[src/design/smtpdd_pkg.sv]
// Shared types, constants and helper functions for the SMTP DATA destuffer.
package smtpdd_pkg;

  // Width of the internal hop counter; the reported count saturates at 255.
  localparam int HOP_COUNT_WIDTH = 8;
  localparam logic [HOP_COUNT_WIDTH-1:0] HOP_MAX = '1;

  // Depth of the work queue between the front and back parts.
  localparam int QUEUE_DEPTH = 4;
  localparam int QUEUE_AW    = $clog2(QUEUE_DEPTH);

  // Configuration register indexes.
  localparam logic CFG_SIZE_LIMIT = 1'b0;
  localparam logic CFG_HOP_LIMIT  = 1'b1;

  localparam logic [31:0] SIZE_LIMIT_RESET = 32'd0;
  localparam logic [7:0]  HOP_LIMIT_RESET  = 8'd100;

  // Character codes.
  localparam logic [7:0] CHAR_LF  = 8'h0A;
  localparam logic [7:0] CHAR_CR  = 8'h0D;
  localparam logic [7:0] CHAR_DOT = 8'h2E;

  // Kind of work handed from the front part to the back part.
  localparam logic [1:0] KIND_DATA  = 2'd0;
  localparam logic [1:0] KIND_END   = 2'd1;
  localparam logic [1:0] KIND_STRAY = 2'd2;

  typedef logic [HOP_COUNT_WIDTH-1:0] hop_t;

  // One queued job: up to three output words caused by one input byte.
  typedef struct packed {
    logic [1:0]       kind;
    logic [1:0]       count;
    logic [2:0][7:0]  bytes;
    hop_t             hops;
  } job_t;

  // Lower and upper case letters of "delivered" and "received".
  function automatic logic [7:0] dlv_lower(input logic [3:0] p);
    case (p)
      4'd0: return "d";
      4'd1: return "e";
      4'd2: return "l";
      4'd3: return "i";
      4'd4: return "v";
      4'd5: return "e";
      4'd6: return "r";
      4'd7: return "e";
      4'd8: return "d";
      default: return 8'h00;
    endcase
  endfunction

  function automatic logic [7:0] dlv_upper(input logic [3:0] p);
    case (p)
      4'd0: return "D";
      4'd1: return "E";
      4'd2: return "L";
      4'd3: return "I";
      4'd4: return "V";
      4'd5: return "E";
      4'd6: return "R";
      4'd7: return "E";
      4'd8: return "D";
      default: return 8'h00;
    endcase
  endfunction

  function automatic logic [7:0] rcv_lower(input logic [3:0] p);
    case (p)
      4'd0: return "r";
      4'd1: return "e";
      4'd2: return "c";
      4'd3: return "e";
      4'd4: return "i";
      4'd5: return "v";
      4'd6: return "e";
      4'd7: return "d";
      default: return 8'h00;
    endcase
  endfunction

  function automatic logic [7:0] rcv_upper(input logic [3:0] p);
    case (p)
      4'd0: return "R";
      4'd1: return "E";
      4'd2: return "C";
      4'd3: return "E";
      4'd4: return "I";
      4'd5: return "V";
      4'd6: return "E";
      4'd7: return "D";
      default: return 8'h00;
    endcase
  endfunction

  // Hop count as reported: limited to 255.
  function automatic logic [7:0] hop_show(input hop_t h);
    logic [HOP_COUNT_WIDTH+7:0] w;
    w = {8'd0, h};
    if (w > (HOP_COUNT_WIDTH+8)'(255)) return 8'hFF;
    return w[7:0];
  endfunction

  // True when the hop count has reached the limit.
  function automatic logic hop_reached(input hop_t h, input logic [7:0] limit);
    logic [HOP_COUNT_WIDTH+7:0] wh;
    logic [HOP_COUNT_WIDTH+7:0] wl;
    wh = {8'd0, h};
    wl = {{HOP_COUNT_WIDTH{1'b0}}, limit};
    return wh >= wl;
  endfunction

endpackage

[src/design/smtp_data_destuffer.sv]
// Top level of the SMTP DATA destuffer: configuration registers and the three parts.
//
//  Channel  Direction  Handshake              Contents
//  in       input      in_valid / in_ready    in_byte, one raw DATA byte per word
//  out      output     out_valid / out_ready  has_byte, out_byte, last, message_end,
//                                             stray_newline, hop_count, too_many_hops,
//                                             size_exceeded
//  cfg      input      cfg_we (no wait)       cfg_index, cfg_data
//
// The back part sends one output word per cycle unless out_ready holds it. An
// input byte causes one word in most cases, none for a held CR or dot, and
// two or three when held bytes are released. The job of a byte is written
// into the queue and then into the output register. A four-entry job queue lets
// the front keep taking bytes while the back is busy with an expansion or the
// output is stalled; in_ready drops only when the queue is full. Reset is
// synchronous.
//
// The front part scans framing and the header and turns each byte into a job of
// up to three words. The back part holds the byte budget for the size limit and
// fills the output register, which keeps its word while out_ready is low. A
// message end or a stray LF gives one word without a byte; the block then starts
// a new message, while the configuration registers keep their values.
module smtp_data_destuffer import smtpdd_pkg::*; (
  input  logic        clk,
  input  logic        rst,
  input  logic        in_valid,
  output logic        in_ready,
  input  logic [7:0]  in_byte,
  output logic        out_valid,
  input  logic        out_ready,
  output logic        has_byte,
  output logic [7:0]  out_byte,
  output logic        last,
  output logic        message_end,
  output logic        stray_newline,
  output logic [7:0]  hop_count,
  output logic        too_many_hops,
  output logic        size_exceeded,
  input  logic        cfg_we,
  input  logic        cfg_index,
  input  logic [31:0] cfg_data
);

  logic [31:0] size_limit;
  logic [7:0]  hop_limit;
  logic        size_write;

  logic push;
  logic push_ready;
  job_t push_job;
  logic pop;
  logic head_valid;
  job_t head_job;

  assign size_write = cfg_we && (cfg_index == CFG_SIZE_LIMIT);

  // Configuration registers; the size limit also reloads the byte budget.
  always_ff @(posedge clk) begin
    if (rst) begin
      size_limit <= SIZE_LIMIT_RESET;
      hop_limit  <= HOP_LIMIT_RESET;
    end else if (cfg_we) begin
      case (cfg_index)
        CFG_SIZE_LIMIT: size_limit <= cfg_data;
        CFG_HOP_LIMIT:  hop_limit  <= cfg_data[7:0];
        default:        hop_limit  <= hop_limit;
      endcase
    end
  end

  smtpdd_front u_front (
    .clk        (clk),
    .rst        (rst),
    .in_valid   (in_valid),
    .in_ready   (in_ready),
    .in_byte    (in_byte),
    .push       (push),
    .push_job   (push_job),
    .push_ready (push_ready)
  );

  smtpdd_queue u_queue (
    .clk        (clk),
    .rst        (rst),
    .push       (push),
    .push_job   (push_job),
    .push_ready (push_ready),
    .pop        (pop),
    .head_job   (head_job),
    .head_valid (head_valid)
  );

  smtpdd_back u_back (
    .clk           (clk),
    .rst           (rst),
    .head_valid    (head_valid),
    .head_job      (head_job),
    .pop           (pop),
    .size_limit    (size_limit),
    .hop_limit     (hop_limit),
    .size_write    (size_write),
    .size_value    (cfg_data),
    .out_valid     (out_valid),
    .out_ready     (out_ready),
    .has_byte      (has_byte),
    .out_byte      (out_byte),
    .last          (last),
    .message_end   (message_end),
    .stray_newline (stray_newline),
    .hop_count     (hop_count),
    .too_many_hops (too_many_hops),
    .size_exceeded (size_exceeded)
  );

endmodule

[src/design/smtpdd_front.sv]
// Front part: accepts input bytes, tracks framing and header state, queues jobs.
module smtpdd_front import smtpdd_pkg::*; (
  input  logic       clk,
  input  logic       rst,
  input  logic       in_valid,
  output logic       in_ready,
  input  logic [7:0] in_byte,
  output logic       push,
  output job_t       push_job,
  input  logic       push_ready
);

  localparam logic [2:0] FS_MID   = 3'd0;
  localparam logic [2:0] FS_START = 3'd1;
  localparam logic [2:0] FS_DOT   = 3'd2;
  localparam logic [2:0] FS_DOTCR = 3'd3;
  localparam logic [2:0] FS_CR    = 3'd4;

  logic [2:0] frame_state, frame_state_next;
  logic       in_header, in_header_next;
  logic [3:0] line_position, line_position_next;
  logic       may_be_received, may_be_received_next;
  logic       may_be_delivered, may_be_delivered_next;
  logic       may_be_blank_line, may_be_blank_line_next;
  hop_t       hops_seen, hops_seen_next;

  logic       take;
  logic       is_nl;
  logic       is_cr;
  logic       restart;
  logic [2:0] st;
  job_t       job;
  logic       emit;

  assign in_ready = push_ready;
  assign take     = in_valid && in_ready;
  assign is_nl    = (in_byte == CHAR_LF);
  assign is_cr    = (in_byte == CHAR_CR);

  always_comb begin
    in_header_next         = in_header;
    line_position_next     = line_position;
    may_be_received_next   = may_be_received;
    may_be_delivered_next  = may_be_delivered;
    may_be_blank_line_next = may_be_blank_line;
    hops_seen_next         = hops_seen;

    // Header scan: match the start of each line against the hop keywords.
    if (in_header) begin
      if (line_position < 4'd9) begin
        if (in_byte != dlv_lower(line_position) && in_byte != dlv_upper(line_position))
          may_be_delivered_next = 1'b0;
        if (may_be_delivered_next && line_position == 4'd8 && hops_seen != HOP_MAX)
          hops_seen_next = hops_seen + 1'b1;
        if (line_position < 4'd8 && in_byte != rcv_lower(line_position) &&
            in_byte != rcv_upper(line_position))
          may_be_received_next = 1'b0;
        if (may_be_received_next && line_position == 4'd7 && hops_seen != HOP_MAX)
          hops_seen_next = hops_seen + 1'b1;
        if (line_position < 4'd2 &&
            in_byte != ((line_position == 4'd0) ? CHAR_CR : CHAR_LF))
          may_be_blank_line_next = 1'b0;
        if (may_be_blank_line_next && line_position == 4'd1)
          in_header_next = 1'b0;
        line_position_next = line_position + 4'd1;
      end
      if (is_nl) begin
        line_position_next     = 4'd0;
        may_be_received_next   = 1'b1;
        may_be_delivered_next  = 1'b1;
        may_be_blank_line_next = 1'b1;
      end
    end
  end

  always_comb begin
    st               = (frame_state > FS_CR) ? FS_MID : frame_state;
    frame_state_next = frame_state;
    restart          = 1'b0;
    emit             = 1'b0;
    job.kind         = KIND_DATA;
    job.count        = 2'd1;
    job.bytes        = '0;
    job.hops         = hops_seen_next;

    if (is_nl && (st == FS_MID || st == FS_START || st == FS_DOT)) begin
      job.kind = KIND_STRAY;
      emit     = 1'b1;
      restart  = 1'b1;
    end else begin
      case (st)
        FS_MID: begin
          if (is_cr) begin
            frame_state_next = FS_CR;
          end else begin
            emit         = 1'b1;
            job.bytes[0] = in_byte;
          end
        end
        FS_START: begin
          if (in_byte == CHAR_DOT) begin
            frame_state_next = FS_DOT;
          end else if (is_cr) begin
            frame_state_next = FS_CR;
          end else begin
            frame_state_next = FS_MID;
            emit             = 1'b1;
            job.bytes[0]     = in_byte;
          end
        end
        FS_DOT: begin
          if (is_cr) begin
            frame_state_next = FS_DOTCR;
          end else begin
            frame_state_next = FS_MID;
            emit             = 1'b1;
            job.bytes[0]     = in_byte;
          end
        end
        FS_DOTCR: begin
          emit = 1'b1;
          if (is_nl) begin
            job.kind = KIND_END;
            restart  = 1'b1;
          end else begin
            // The held dot and CR were not an end marker: release them.
            job.bytes[0] = CHAR_DOT;
            job.bytes[1] = CHAR_CR;
            if (is_cr) begin
              frame_state_next = FS_CR;
              job.count        = 2'd2;
            end else begin
              frame_state_next = FS_MID;
              job.bytes[2]     = in_byte;
              job.count        = 2'd3;
            end
          end
        end
        default: begin
          // After CR: CRLF becomes LF, a bare CR is kept.
          emit = 1'b1;
          if (is_nl) begin
            frame_state_next = FS_START;
            job.bytes[0]     = in_byte;
          end else if (!is_cr) begin
            frame_state_next = FS_MID;
            job.bytes[0]     = CHAR_CR;
            job.bytes[1]     = in_byte;
            job.count        = 2'd2;
          end else begin
            job.bytes[0] = in_byte;
          end
        end
      endcase
    end
  end

  assign push     = take && emit;
  assign push_job = job;

  always_ff @(posedge clk) begin
    if (rst || (take && restart)) begin
      frame_state       <= FS_START;
      in_header         <= 1'b1;
      line_position     <= 4'd0;
      may_be_received   <= 1'b1;
      may_be_delivered  <= 1'b1;
      may_be_blank_line <= 1'b1;
      hops_seen         <= '0;
    end else if (take) begin
      frame_state       <= frame_state_next;
      in_header         <= in_header_next;
      line_position     <= line_position_next;
      may_be_received   <= may_be_received_next;
      may_be_delivered  <= may_be_delivered_next;
      may_be_blank_line <= may_be_blank_line_next;
      hops_seen         <= hops_seen_next;
    end
  end

endmodule

[src/design/smtpdd_queue.sv]
// Short job queue between the front and back parts.
module smtpdd_queue import smtpdd_pkg::*; (
  input  logic clk,
  input  logic rst,
  input  logic push,
  input  job_t push_job,
  output logic push_ready,
  input  logic pop,
  output job_t head_job,
  output logic head_valid
);

  job_t                slots [QUEUE_DEPTH];
  logic [QUEUE_AW-1:0] wr_ptr;
  logic [QUEUE_AW-1:0] rd_ptr;
  logic [QUEUE_AW:0]   fill;

  assign push_ready = (fill != (QUEUE_AW+1)'(QUEUE_DEPTH));
  assign head_valid = (fill != '0);
  assign head_job   = slots[rd_ptr];

  always_ff @(posedge clk) begin
    if (push) slots[wr_ptr] <= push_job;
  end

  always_ff @(posedge clk) begin
    if (rst) begin
      wr_ptr <= '0;
      rd_ptr <= '0;
      fill   <= '0;
    end else begin
      if (push) wr_ptr <= wr_ptr + 1'b1;
      if (pop)  rd_ptr <= rd_ptr + 1'b1;
      if (push && !pop)      fill <= fill + 1'b1;
      else if (!push && pop) fill <= fill - 1'b1;
    end
  end

endmodule

[src/design/smtpdd_back.sv]
// Back part: expands queued jobs into output words and tracks the size limit.
module smtpdd_back import smtpdd_pkg::*; (
  input  logic        clk,
  input  logic        rst,
  input  logic        head_valid,
  input  job_t        head_job,
  output logic        pop,
  input  logic [31:0] size_limit,
  input  logic [7:0]  hop_limit,
  input  logic        size_write,
  input  logic [31:0] size_value,
  output logic        out_valid,
  input  logic        out_ready,
  output logic        has_byte,
  output logic [7:0]  out_byte,
  output logic        last,
  output logic        message_end,
  output logic        stray_newline,
  output logic [7:0]  hop_count,
  output logic        too_many_hops,
  output logic        size_exceeded
);

  logic [1:0]  word_index;
  logic [32:0] bytes_left;
  logic        over_size;
  logic        load;
  logic        fire;
  logic        final_word;
  logic        is_data;
  logic [32:0] bytes_left_next;
  logic        over_size_next;
  logic [32:0] reload_cur;
  logic [32:0] reload_new;

  assign load       = !out_valid || out_ready;
  assign fire       = load && head_valid;
  assign final_word = (word_index == head_job.count - 2'd1);
  assign is_data    = (head_job.kind == KIND_DATA);
  assign pop        = fire && final_word;

  assign reload_cur = (size_limit == '0) ? '0 : {1'b0, size_limit} + 33'd1;
  assign reload_new = (size_value == '0) ? '0 : {1'b0, size_value} + 33'd1;

  // Byte budget after this word; a budget of zero means no limit.
  always_comb begin
    bytes_left_next = bytes_left;
    over_size_next  = over_size;
    if (is_data && bytes_left != '0) begin
      bytes_left_next = bytes_left - 33'd1;
      if (bytes_left == 33'd1) over_size_next = 1'b1;
    end
  end

  always_ff @(posedge clk) begin
    if (rst) begin
      out_valid  <= 1'b0;
      word_index <= '0;
      bytes_left <= '0;
      over_size  <= 1'b0;
    end else begin
      if (load) out_valid <= head_valid;
      if (fire) word_index <= final_word ? 2'd0 : word_index + 2'd1;
      if (size_write) begin
        bytes_left <= reload_new;
        over_size  <= 1'b0;
      end else if (fire) begin
        if (is_data) begin
          bytes_left <= bytes_left_next;
          over_size  <= over_size_next;
        end else begin
          bytes_left <= reload_cur;
          over_size  <= 1'b0;
        end
      end
    end
  end

  always_ff @(posedge clk) begin
    if (fire) begin
      has_byte      <= is_data;
      out_byte      <= is_data ? head_job.bytes[word_index] : 8'h00;
      last          <= final_word;
      message_end   <= (head_job.kind == KIND_END);
      stray_newline <= (head_job.kind == KIND_STRAY);
      hop_count     <= hop_show(head_job.hops);
      too_many_hops <= hop_reached(head_job.hops, hop_limit);
      size_exceeded <= is_data ? over_size_next : over_size;
    end
  end

endmodule

[config.mk]
export PLATFORM = sky130hd
export DESIGN_NAME = smtp_data_destuffer
export DESIGN_NICKNAME = d
export VERILOG_FILES = /design/src/design/smtpdd_pkg.sv /design/src/design/smtp_data_destuffer.sv /design/src/design/smtpdd_front.sv /design/src/design/smtpdd_queue.sv /design/src/design/smtpdd_back.sv
export SDC_FILE = /design/constraint.sdc
export NUM_CORES = 1
export LEC_CHECK = 0
export ABC_AREA = 0
export BUFFER_PORTS_ARGS = -buffer_cell sky130_fd_sc_hd__buf_2
export CORE_MARGIN = 2
export CORE_UTILIZATION = 27
export DETAILED_ROUTE_END_ITERATION = 10
export GPL_TIMING_DRIVEN = 0
export MAX_ROUTING_LAYER = met4
export PLACE_DENSITY = 0.55
export SYNTH_ARGS = -nofsm -noshare
export SYNTH_HDL_FRONTEND = slang
export SYNTH_SLANG_ARGS = --single-unit
[constraint.sdc]
create_clock -name clk -period 3.15 [get_ports clk]
set_input_delay 0.4725 -clock clk [delete_from_list [all_inputs] [get_ports clk]]
set_output_delay 0.4725 -clock clk [all_outputs]
set_load 0.005 [all_outputs]
==> Word-level counts from Yosys, hierarchy flattened <==
Memory sizes are Yosys's and may differ from the RTL's. A register that Yosys moved wholly into a read port is not among the register bits.
Cells that the tools add are included.
W data, S select, Z words.
{ "classes": {"bitwise_logic": 2, "muxes": 95, "n_lt_le_gt_ge": 6, "eq_ne": 24, "multipliers": 0, "n_reduce_logical": 44, "div": 0, "n_addsub": 11, "shifts": 0} }
{ "op_table": {"columns": ["operator", "count"], "rows": [
  ["$mux W33", 6],
  ["$mux W8", 21],
  ["$add A32 B1 Y33 const B", 2],
  ["$logic_not A32 Y1", 2],
  ["$mux W26", 2],
  ["$mux W3", 14],
  ["$ne A8 B8 Y1", 5],
  ["$eq A33 B1 Y1 const B", 1],
  ["$reduce_bool A33 Y1", 1],
  ["$sub A33 B1 Y33 const B", 1],
  ["$mux W1", 32],
  ["$mux W4", 6],
  ["$pmux W8 S3", 1],
  ["$logic_and A1 B1 Y1", 19],
  ["$bmux W8 S2", 1],
  ["$eq A8 B4 Y1 const B", 2],
  ["$mux W2", 8],
  ["$pmux W8 S2", 1],
  ["$pmux W3 S4", 1],
  ["$add A8 B1 Y8 const B", 1],
  ["$eq A8 B6 Y1 const B", 1],
  ["$ge A8 B8 Y1", 1],
  ["$lt A4 B4 Y1 const B", 2],
  ["$ne A8 B8 Y1 const B", 1],
  ["35 further kinds", 50]
]} }
{ "word_totals": {"n_memories": 5, "word_cells": 211, "input_bits": 46, "output_inout_bits": 24, "ramBits": 144, "latchBits": 0, "rom_bits": 288, "register_bits": 125} }
{ "mem_list": {"columns": ["memory", "depth", "word_bits", "rd", "rd_ports_with_merged_regs", "write_ports", "line", "text"], "rows": [
  ["u_queue.slots", 4, 36, 1, 1, 1, "smtpdd_queue.sv:13", "job_t slots [QUEUE_DEPTH];"],
  ["(name not given)", 16, 7, 1, 1, 0, "smtpdd_pkg.sv:41", "case (p)"],
  ["(name not given)", 16, 6, 1, 1, 0, "smtpdd_pkg.sv:56", "case (p)"],
  ["(name not given)", 8, 5, 1, 1, 0, "smtpdd_pkg.sv:71", "case (p)"],
  ["(name not given)", 8, 5, 1, 1, 0, "smtpdd_pkg.sv:85", "case (p)"]
]} }

==> Logic depth before layout (Yosys ltp) <==
{ "depth": {"depth_word": 14, "ltp_mapped": 13, "mapped_depth_nobuf": 12} }

==> By module <==
A second synthesis with hierarchy kept.
{ "unflattened": {"cells_unflattened": 1345, "area_unflattened_um2": 14751.6} }
{ "by_module_without_submodules": {"columns": ["module", "instances", "area_each_um2", "seq_area_each_um2", "cells_each"], "rows": [
  ["smtpdd_queue", 1, 5679.2, 4504.3, 233],
  ["smtpdd_back", 1, 5147.4, 1401.3, 649],
  ["smtpdd_front", 1, 2157.1, 580.6, 291],
  ["smtp_data_destuffer", 1, 1767.9, 800.8, 172]
]} }

==> Worst setup path before layout <==
No wires, ideal clock.
{ "synth_timing": {"path_type": "input to register", "startpoint": "in in_byte[3]", "endpoint": "mem u_queue.slots[0][0] (netlist bit), enable pin", "setup_slack_ns": 0.106, "arrival_time_ns": 2.647, "path_stages": 6, "path_buffers": 1, "required_time_ns": 2.753, "setup_ns": 0.397, "cell_sequence": "clkbuf_1 nor3b_1 nand3_1 a41o_1 inv_1 and2_1"} }
{ "synth_via": {"elab_chain_len": 8, "elab_cells_between_ends": 11, "classes_between": "eq/ne: 3; mux: 6; reduce/logical: 2"} }
{ "synth_rtl": {"columns": ["item", "line", "text"], "rows": [
  ["from (decl)", "smtp_data_destuffer.sv:28", "input logic [7:0] in_byte,"],
  ["$eq A8 B4 Y1", "smtpdd_front.sv:38", "assign is_cr = (in_byte == CHAR_CR);"],
  ["$mux W1", "smtpdd_front.sv:93, smtpdd_front.sv:103, smtpdd_front.sv:112", null],
  ["$mux W1", "smtpdd_front.sv:101", "if (in_byte == CHAR_DOT) begin"],
  ["$pmux W1 S2", "smtpdd_front.sv:91", "case (st)"],
  ["$mux W1 *", "smtpdd_front.sv:86", "if (is_nl && (st == FS_MID || st == FS_START || st == FS_DOT)) begin"],
  ["$logic_and A1 B1 Y1 *", "smtpdd_front.sv:158", "assign push = take && emit;"],
  ["net push", "smtp_data_destuffer.sv:48", "logic push;"],
  ["$mux W1 *", "smtpdd_queue.sv:23", "if (push) slots[wr_ptr] <= push_job;"],
  ["$mux W1 (not written as such) *", "smtpdd_queue.sv:23", null],
  ["to (decl)", "smtpdd_queue.sv:13", null]
]} }
The timed path passes the listed nets; every way through them passes the cells marked *.

==> key figures <==
Placement
  – Post-DP HPWL: about 28000 um
  – Placed Cells: 2051
  – Post-Place Cell Area: roughly 15000 um2
  – Port Buffers: 59
  – GP Congestion: about 0.91

Timing
  – RSZ-0062 raised after global routing: false
  – Post-Route Skew: 0.0153 ns
  – F_max: between 300 and 400 MHz
  – Slew at the pin with the worst max-slew slack: between 0.9 and 1 ns
  – Fin crit share: 0.928
  – Relative slew slack: 0.341
  – Final setup vio count: 0
  – Slew Viols, Final: 0
  – Post-layout min period: 2.92 ns
  – Final hold violation count: 0

Global route
  – Total GRT Usage: 0.151
  – Vias in the first global route: between 10000 and 15000
  – Global-route wire length before repair: 61500 um
  – Largest net degree at the start of global routing: 28
  – GR Overflow Total: 0
  – Antenna violations before repair: 0

Worst setup path
  – Slowest-stage cell, CP: mux4_2
  – Reg2Reg Setup Slack: about 0.23 ns
  – RR Endpoint: u_back.too_many_hops
  – CP Data Arrival Time: between 3 and 4 ns
  – Worst endpoint required time: between 3 and 4 ns
  – Crit-path max FO: 10
  – CP bufs+invs: 3
  – CP Cell Sequence: buf_6, buf_2, mux4_2, inv_1, ha_1, nand2b_1, a21o_1, a21o_1, a21oi_1, nor2b_1, o21ai_0, a21oi_1
  – Startpoint Class: flop
  – CP Class: flop to flop
  – Critical Path End Type: flop
  – Cell count of the worst reg-to-reg path: 12
  – Largest delay contributor family on the critical path: compound AO/OA/AOI/OAI gates
  – Slowest cell delay on critical path: between 0.5 and 0.6 ns

Floorplanning
  – Core ar.: around 51000 um2
  – Die Span Y: 232 um
  – Starting density of the core: 0.273
  – Die footprint: roughly 54000 um2
  – Row count: 83
  – Chip width: approximately 230 um
  – I/O pins: 70

Synthesis
  – Synthesized cell area: between 10000 and 15000 um2
  – Seq/Total Area, Yosys: 0.521
  – Synth Warn #: 0
  – Ys async rst share: 0
  – Mean Syn Cell Area: roughly 11 um2
  – Netlist cell types: just over 70
  – Top_reg_cell synth: edfxtp_1
  – Cells after synthesis: 1308
  – Post-synth EDFFs: 166
  – Post-synthesis sequential element count: ~280
  – Synthesized Nets: 1380

Detailed routing
  – TritonRoute pass-1 iters: 5
  – Routed WL: 39700 um
  – Routed Antenna Nets: 0
  – WL/cell: roughly 19 um
  – DR iter-0 viols: between 800 and 900
  – Total number of vias: around 11000
  – DR DRC count: 0
  – Vias/cell: roughly 5.0

Power
  – Power share of the combinational group: 0.321
  – Seq pwr share: 0.393
  – NetSw: 4450 uW
  – Clock power share: 0.286
  – Int Pwr: around 8300 uW
  – Maximum vdd drop: ~0.44 mV
  – Switch share: 0.350
  – Power per cell area: roughly 800 nW/um2
  – Leak Pwr: 0.00556 uW
  – Total power: roughly 13000 uW

Clock tree
  – # hold bufs at CTS: 0
  – H-tree Lvls: 1
  – Max clock buf depth: 3
  – CTS root buf: clkbuf_16
  – Clock sinks: around 280
  – CTS tree: built
  – Worst skew pair latency: approximately 0.59 ns
  – TritonCTS buffer count: 31
  – CTS clk-pin slew, worst paths: 0.06 ns

Final layout
  – Finished Layout Cells: about 2100
  – Design area: 16300 um2
  – Layout net count: ~1500
  – Commonest non-fill, non-tap cell in the layout: edfxtp_1
  – Proportion of layout cells with a drive suffix above 1: 0.141
  – Antenna Cells: 0
  – Most frequent cells in the layout: edfxtp_1, nand2_1, dfxtp_1
  – Final core utilization: 0.319
  – Area Overhead vs Synth: 16.7%

Min path
  – Hold/Removal Path Class: input port to flop
  – WHS Endpoint: size_limit[22]
  – Hold path start: cfg_data[22]
  – Hold path cells: 3

Run
  – Max cap viols: 0

Run status
  – Run status: completed
-- power by group through the flow --
| stage | clock (uW) | sequential (uW) | combinational, uW |
|---|---|---|---|
| global route | 3850 | 5070 | 4510 |
| CTS | 3710 | 4990 | 4080 |
| floorplan | 0 | 4970 | 2730 |
| finish | 3640 | 5000 | 4080 |
| detailed placement | 0 | 5060 | 3980 |
| global placement | 0 | 5060 | 3890 |
-- repair_timing --
item                       in CTS  in global routing
gates resized for setup         6                 18
pin swaps                       0                  1
setup endpoints to repair      34                 57
gates cloned                    1                  0
buffers inserted                1                  1
-- logic make-up after synthesis --
kind of cell    Yosys count  share of synthesized area
fa+ha+maj                27                     0.0245
simple gates            507                      0.178
mux                      50                     0.0683
compound gates          225                      0.108
flops                   281                      0.521
xor+xnor                109                     0.0683
buf+inv                 109                     0.0313
-- cell type report --
| class | instances | area [um2] |
|---|---|---|
| buffer | 70 | 300 |
| clock buffer | 32 | 790 |
| clock inverter | 25 | 228 |
| fill | 5193 | 34900 |
| inverter | 38 | 146 |
| multi-input combinational | 918 | 6310 |
| sequential | 281 | 7290 |
| tap | 680 | 851 |
| timing repair buffer | 65 | 390 |
| timing repair inverter | 1 | 5.00 |
-- per-layer routing --
layer	wire length, um	global-route usage
met1	17700	0.199
met2	19000	0.246
met4	771	0.0272
met5	0	-
met3	2220	0.0233
-- state kept, by name, indices dropped and copies added, names as in the netlist, 2 cells and up, named ones only --
name and count:
u_front.hops_seen 8, u_queue.slots 144, u_queue.rd_ptr 2, u_queue.fill 3
u_back.hop_count 8, u_queue.wr_ptr 2, size_limit 32, hop_limit 8
u_front.line_position 4, u_back.out_byte 8, u_front.frame_state 3, u_back.word_index 2
u_back.bytes_left 33
-- worst reg2reg max path, delay by kind of cell (launching register included) --
family                   cells  cell delay [ns]
AND/OR/NAND/NOR              2             0.20
AO/OA/AOI/OAI                5             0.72
flip-flops                   1             0.32
adder cells (fa/ha/maj)      1             0.22
buffers and inverters        3             0.62
multiplexers                 1             0.59
-- through the flow --
stage | hold slack (ns) | setup slack, ns | setup TNS, ns
after floorplan | 0.436 | 0.106 | 0
after global routing | 0.155 | 0.0140 | 0
after detailed placement | 0.456 | -0.537 | -44.98
after global placement | 0.449 | -1.24 | -195.35
final | 0.160 | 0.227 | 0
after CTS | 0.139 | -0.00784 | -0.00784
-- cells in the mapped netlist, types with 15 or more instances --
| library cell | count | share of area |
|---|---|---|
| a21oi_1 | 78 | 0.028 |
| and2_1 | 15 | 0.0067 |
| and3_1 | 29 | 0.013 |
| clkbuf_1 | 59 | 0.016 |
| dfxtp_1 | 115 | 0.16 |
| edfxtp_1 | 166 | 0.36 |
| ha_1 | 25 | 0.022 |
| inv_1 | 37 | 0.0099 |
| mux4_2 | 36 | 0.058 |
| nand2_1 | 155 | 0.042 |
| nand3_1 | 36 | 0.013 |
| nand4_1 | 26 | 0.012 |
| nor2_1 | 114 | 0.031 |
| nor3_1 | 40 | 0.014 |
| nor4_1 | 29 | 0.013 |
| o21ai_0 | 33 | 0.012 |
| xnor2_1 | 59 | 0.037 |
| xor2_1 | 50 | 0.031 |
-- how the worst max path moves through the flow --
| stage | endpoint | slack [ns] | start | cells past startpoint |
|---|---|---|---|---|
| finish | u_back.too_many_hops | 0.23 | flop | 12 |
| global route | u_back.too_many_hops | 0.01 | flop | 12 |
| CTS | u_back.bytes_left[25] | -0.008 | u_back.bytes_left[6] | 7 |
| detailed placement | u_queue.fill[2] | -0.54 | in_byte[3] | 11 |
| global placement | u_queue.slots[1][10] | -1.24 | in_byte[3] | 6 |
| floorplan | u_queue.slots[0][0] | 0.11 | in_byte[3] | 6 |
No activity file was read; power rests on OpenSTA's default activity.
